**config.mk**
```make
export PLATFORM = sky130hd
export DESIGN_NAME = tpct_ctrl
export DESIGN_NICKNAME = d
export VERILOG_FILES = /design/src/rtl/tpct_pkg.sv /design/src/rtl/tpct_ctrl.sv
export SDC_FILE = /design/constraint.sdc
export NUM_CORES = 1
export LEC_CHECK = 0
export BUFFER_PORTS_ARGS = -buffer_cell sky130_fd_sc_hd__buf_2
export CAP_MARGIN = 20
export CORE_AREA = 3 3 40 42
export CTS_CLUSTER_SIZE = 8
export DETAILED_ROUTE_END_ITERATION = 8
export DIE_AREA = 0 0 43 45
export MAX_ROUTING_LAYER = met4
export PLACE_DENSITY_LB_ADDON = 0.25
export SETUP_SLACK_MARGIN = 0.1
export SLEW_MARGIN = 10
export SYNTH_ARGS = -nofsm -noshare
export SYNTH_HDL_FRONTEND = slang
export SYNTH_SLANG_ARGS = --single-unit
```
**constraint.sdc**
```tcl
create_clock -name clock -period 1.7 [get_ports clock]
set_input_delay 0 -clock clock [delete_from_list [all_inputs] [get_ports clock]]
set_output_delay 0 -clock clock [all_outputs]
set_load 0.1 [all_outputs]
```
**src/rtl/tpct_pkg.sv**
```systemverilog
// Shared types and constants for the two-point calibration table.
`default_nettype none
package tpct_pkg;

   typedef enum logic [1:0] {
      ACT_CALIBRATE = 2'd0,
      ACT_VALUE_TO_CODE = 2'd1,
      ACT_CODE_TO_VALUE = 2'd2,
      ACT_CLEAR = 2'd3
   } action_type;

   typedef enum logic [1:0] {
      ST_OK = 2'd0,
      ST_BAD_INDEX = 2'd1,
      ST_NOT_CAL = 2'd2,
      ST_RANGE = 2'd3
   } status_type;

   typedef enum logic [2:0] {
      S_IDLE,
      S_DECODE,
      S_READ,
      S_DIV_LOAD,
      S_DIV,
      S_SLOPE,
      S_MUL,
      S_FINISH
   } state_type;

   typedef struct packed {
      action_type action;
      logic [3:0] axis;
      logic [2:0] mode;
      logic [15:0] first_code;
      logic signed [31:0] first_value;
      logic [15:0] second_code;
      logic signed [31:0] second_value;
   } req_type;

   typedef struct packed {
      status_type status;
      logic [15:0] code_out;
      logic signed [31:0] value_out;
      logic calibrated;
   } rsp_type;

   typedef struct packed {
      logic load_item;
      logic mem_read;
      logic div_load;
      logic div_step;
      logic slope_load;
      logic mul_load;
      logic finish;
   } cmd_type;

   typedef struct packed {
      action_type action;
      logic bad_index;
      logic entry_valid;
      logic div_last;
      logic out_free;
   } stat_type;

   localparam int DIV_STEPS = 64;
   localparam logic [15:0] MAX_CODE_RESET = 16'hFFFF;
   localparam logic [16:0] CODE_MARGIN = 17'd8;

endpackage
`default_nettype wire

```
**src/rtl/tpct_ctrl.sv**
```systemverilog
// Sequencer that steps the datapath through one item at a time.
`default_nettype none
module tpct_ctrl
   import tpct_pkg::*;
(
   input wire logic clock,
   input wire logic reset,
   input wire logic req_valid,
   output logic req_stall,
   input wire stat_type stat,
   output cmd_type cmd
);

   state_type state_ff, state_in;

   always_ff @(posedge clock) begin
      if (reset) begin
         state_ff <= S_IDLE;
      end else begin
         state_ff <= state_in;
      end
   end

   always_comb begin
      state_in = state_ff;
      case (state_ff)
         S_IDLE: begin
            if (req_valid) begin
               state_in = S_DECODE;
            end
         end
         S_DECODE: begin
            if (stat.action == ACT_CLEAR || stat.bad_index) begin
               state_in = S_FINISH;
            end else if (stat.action == ACT_CALIBRATE) begin
               state_in = S_DIV_LOAD;
            end else if (!stat.entry_valid) begin
               state_in = S_FINISH;
            end else begin
               state_in = S_READ;
            end
         end
         S_READ: begin
            if (stat.action == ACT_VALUE_TO_CODE) begin
               state_in = S_DIV_LOAD;
            end else begin
               state_in = S_MUL;
            end
         end
         S_DIV_LOAD: state_in = S_DIV;
         S_DIV: begin
            if (stat.div_last) begin
               if (stat.action == ACT_CALIBRATE) begin
                  state_in = S_SLOPE;
               end else begin
                  state_in = S_FINISH;
               end
            end
         end
         S_SLOPE: state_in = S_MUL;
         S_MUL: state_in = S_FINISH;
         S_FINISH: begin
            if (stat.out_free) begin
               state_in = S_IDLE;
            end
         end
         default: state_in = S_IDLE;
      endcase
   end

   always_comb begin
      cmd = '0;
      req_stall = 1'b1;
      case (state_ff)
         S_IDLE: begin
            req_stall = 1'b0;
            cmd.load_item = req_valid;
         end
         S_READ: cmd.mem_read = 1'b1;
         S_DIV_LOAD: cmd.div_load = 1'b1;
         S_DIV: cmd.div_step = 1'b1;
         S_SLOPE: cmd.slope_load = 1'b1;
         S_MUL: cmd.mul_load = 1'b1;
         S_FINISH: cmd.finish = stat.out_free;
         default: cmd = '0;
      endcase
   end

endmodule
`default_nettype wire

```
# Word-level counts from Yosys, hierarchy flattened
# Index checks and enable logic that the tools add are counted.
# classes
n_reduce_logical	4
eq_ne	12
muxes	17
# ops
operator	n
3-bit case mux with 8 select lines	1
3-bit 2-to-1 mux	7
3-bit == test, second input constant	4
1-bit 2-to-1 mux	8
3-bit by 2-bit == test with 1-bit output, second input constant	2
2-bit != test, second input constant	3
3-bit by 1-bit == test with 1-bit output, second input constant	1
3-bit zero test	1
3-bit AND reduction	1
2-bit by 1-bit == test with 1-bit output, second input constant	1
2-bit == test, second input constant	1
2-bit zero test	1
2-bit 2-to-1 mux	1
1-bit logical OR	1
# totals
in_bits	9
regBits	3
elab_cells	34
output_inout_bits	8

# Logic depth before layout (Yosys ltp)
# depth
depth_word	4
ltp_mapped	4
mapped_depth_nobuf	4

# Worst setup path after synthesis
# Ideal clock, no wire load.
# synth_timing
kind	register to output
start	register state_ff[1]
end	output port cmd[1] (netlist bit)
t_required_ps	1700
path_slack_ps	-1157
arrival_time_ps	2857
n_path_buf	1
stages_incl_launch_ff	3
path_cell_list	dfxtp_1 clkbuf_1 nor3b_1
# synth_rtl
element	line_no	rtl
from (decl)	tpct_ctrl.sv:14	state_type state_ff, state_in;
from (signal assigned)	tpct_ctrl.sv:20	state_ff <= state_in;
to (decl)	tpct_ctrl.sv:11	output cmd_type cmd

==> results_dict.tcl <==
set metrics [dict create \
    yosysTopAreaCell "dfxtp_1" \
    seq_area_frac_synth 0.223 \
    wl_um 756 \
    vias_per_cell 4.53 \
    clock_sinks 3 \
    grt_pass1_vias 307 \
    setup-violations-final 0 \
    grt_max_degree 15 \
    grt_first_pass_wirelength_um 1270 \
    min_path_cells 3 \
    rr_worst_depth 4 \
    clk_pin_slew_ns 0.04 \
    cp.buffers_inverters 2 \
    hold_viol_final 0 \
    cts_made_buffers 3 \
    cp-start-kind "flip-flop" \
    dr.pass1.iters 4 \
    cts_setup_buffers 0 \
    critPathArrivalTime_ns 1.52 \
    initial_utilization 0.209 \
    synth.distinct_cells 23 \
    synthFlopType "dfxtp_1" \
    regMostFlops "state_ff" \
    tightest_slew_ns 0.486 \
    synth_most_common_cell "nor2_1" \
    ys_warn_count 0 \
    drive_gt1_frac 0.491 \
    clk_path_buf_depth 2 \
    min_to "state_ff[0]" \
    area_growth_pct 67.9 \
    cpPeakStageDelay_ns 0.42 \
    hpwl_um 585 \
    cp_cell_sequence "inv_1, and3_1, buf_2" \
    outcome "complete, no violations" \
    slew_headroom 0.679 \
    cts_tree "built" \
    rsz0062_at_grt "false" \
    worstPathRequired_ns 1.70 \
    remaining_drc_errors 0 \
    path_delay_family "buffers and inverters" \
    largest_reg_flops 3 \
    netlist_area_um2 269 \
    globalplace.congestion 0.702 \
    final-seq-area_um2 60.1 \
    fin_nets 67 \
    fin_worst_skew_ns 0.00329 \
    synth_area_leaders "dfxtp_1, nor3b_1, nor2_1" \
    ios 17 \
    maxSlewViolCount 0 \
    ant_nets 0 \
    multi_input_area_um2 225 \
    dieArea_um2 1940 \
    rows 13 \
    fmax_mhz 660 \
    critical_path_class "reg2out" \
    clk_latency_ns 0.23 \
    antenna_found_initial 0 \
    vias 326 \
    cp-end-kind "output port" \
    synth.avg_cell_area_um2 7.27 \
    grt_overflow 0 \
    min_period_ns 1.52 \
    hold_class "in2reg" \
    io_buffer_count 16 \
    async_reset_ff_frac 0 \
    wire_per_inst_um 10.5 \
    die_w_um 43 \
    dr.first_iter.drc_count 1 \
    grtUsageTotal 0.0865 \
    h-tree-depth 1 \
    drv_cap 0 \
    fin_tns_setup_ns 0 \
    synth.ff_latch_count 3 \
    rr_startpoint "state_ff[1]" \
    core_area_um2 1280 \
    post-route-period-util 0.891 \
    fillers 140 \
    cpMaxStageDelayCell "buf_2" \
    reg_top3 "state_ff: 3 flops" \
    synth_cells 37 \
    antenna_cells 0 \
    synth_nets 46 \
    ff2ff_setup_slack_ns 0.22 \
    netlist_top_cells_count "nor2_1, a21oi_1, dfxtp_1, inv_1, nor3b_1" \
    r2r-end "state_ff[1]" \
    cp_max_fo 8 \
    min-delay-start "stat[0]" \
    netlist.area_leader.share 0.223 \
    clock-root-buffer "clkbuf_4" \
    fp.dieH_um 45 \
    synth_edf_count 0 \
]
==> layer usage <==
| metal | vias up | wire, um | part of all wire | track usage |
|---|---|---|---|---|
| met4 | 0 | 0 | 0 | 0.0723 |
| met2 | 11 | 328 | 0.43 | 0.129 |
| met3 | 0 | 50 | 0.066 | 0 |
| li1 | 176 | - | - | - |
| met1 | 139 | 377 | 0.50 | 0.111 |
| met5 | - | 0 | 0 | - |
==> placed cells by master (no fill, tap or decap) <==
cell | Yosys | layout
or3_4 | 1 | 1
o21bai_1 | 1 | 1
a21o_1 | 1 | 1
o21ai_0 | 1 | 1
clkbuf_4 | 0 | 7
nor3b_2 | 0 | 3
a31oi_1 | 1 | 1
nand2_1 | 2 | 2
nand4b_1 | 1 | 1
o311a_1 | 1 | 1
buf_2 | 0 | 11
a21oi_1 | 3 | 3
nand2b_1 | 1 | 1
inv_1 | 3 | 3
dfxtp_1 | 3 | 3
and3_1 | 1 | 1
a211o_2 | 1 | 1
dlygate4sd3_1 | 0 | 1
nor3_2 | 0 | 1
o211a_1 | 1 | 1
nor2_4 | 0 | 2
nor2_1 | 5 | 3
xnor2_1 | 1 | 1
a311oi_1 | 1 | 1
nand3_1 | 1 | 1
clkbuf_1 | 2 | 1
or4b_1 | 1 | 1
buf_4 | 0 | 2
==> how the worst max path moves through the flow <==
stage                           start          end  cells after the start
after floorplan           state_ff[1]       cmd[1]                      2
after global placement    state_ff[1]  state_ff[1]                      3
after detailed placement  state_ff[1]  state_ff[1]                      3
after CTS                 state_ff[2]       cmd[1]                      3
after global routing      state_ff[1]  state_ff[1]                      4
final                     state_ff[2]       cmd[4]                      3
==> tightest hold or removal path: stages <==
cell and delay (ns):
buf_2 0.09, nand4b_1 0.13, a21oi_1 0.06
==> final cells by class <==
class                           count  area share
Tap cell                           15      0.0416
Multi-Input combinational cell     29       0.499
Sequential cell                     3       0.133
Inverter                            3      0.0249
Clock buffer                        4      0.0582
Timing Repair Buffer               18       0.244
==> repair_timing <==
item                                    CTS  global route
hold buffers                              1             0
gates resized for setup                   1             4
hold endpoints to repair                  3             0
endpoints found under the setup margin    1             4
==> metrics by stage <==
step | std cells | setup WS (ns) | util | instance area (um^2) | hold slack (ns)
after global placement | 67 | 0.284 | 0.314 | 403 | 0.201
after detailed placement | 67 | 0.240 | 0.314 | 403 | 0.199
final | 72 | 0.185 | 0.352 | 452 | 0.101
after CTS | 72 | 0.103 | 0.344 | 442 | 0.0931
after floorplan | 37 | -0.216 | - | 304 | 0.0691
after global routing | 72 | 0.102 | 0.352 | 452 | 0.126
==> cell families after synthesis <==
family | after synthesis | synth area share
AOI/OAI and AO/OA | 11 | 0.298
DFF | 3 | 0.223
and+or+nand+nor | 17 | 0.377
buffers and inverters | 5 | 0.0698
xor gates and xnor gates | 1 | 0.0326
Power is not shown: default switching activity piles up to over one toggle a cycle in this logic, so the estimate is an artifact.
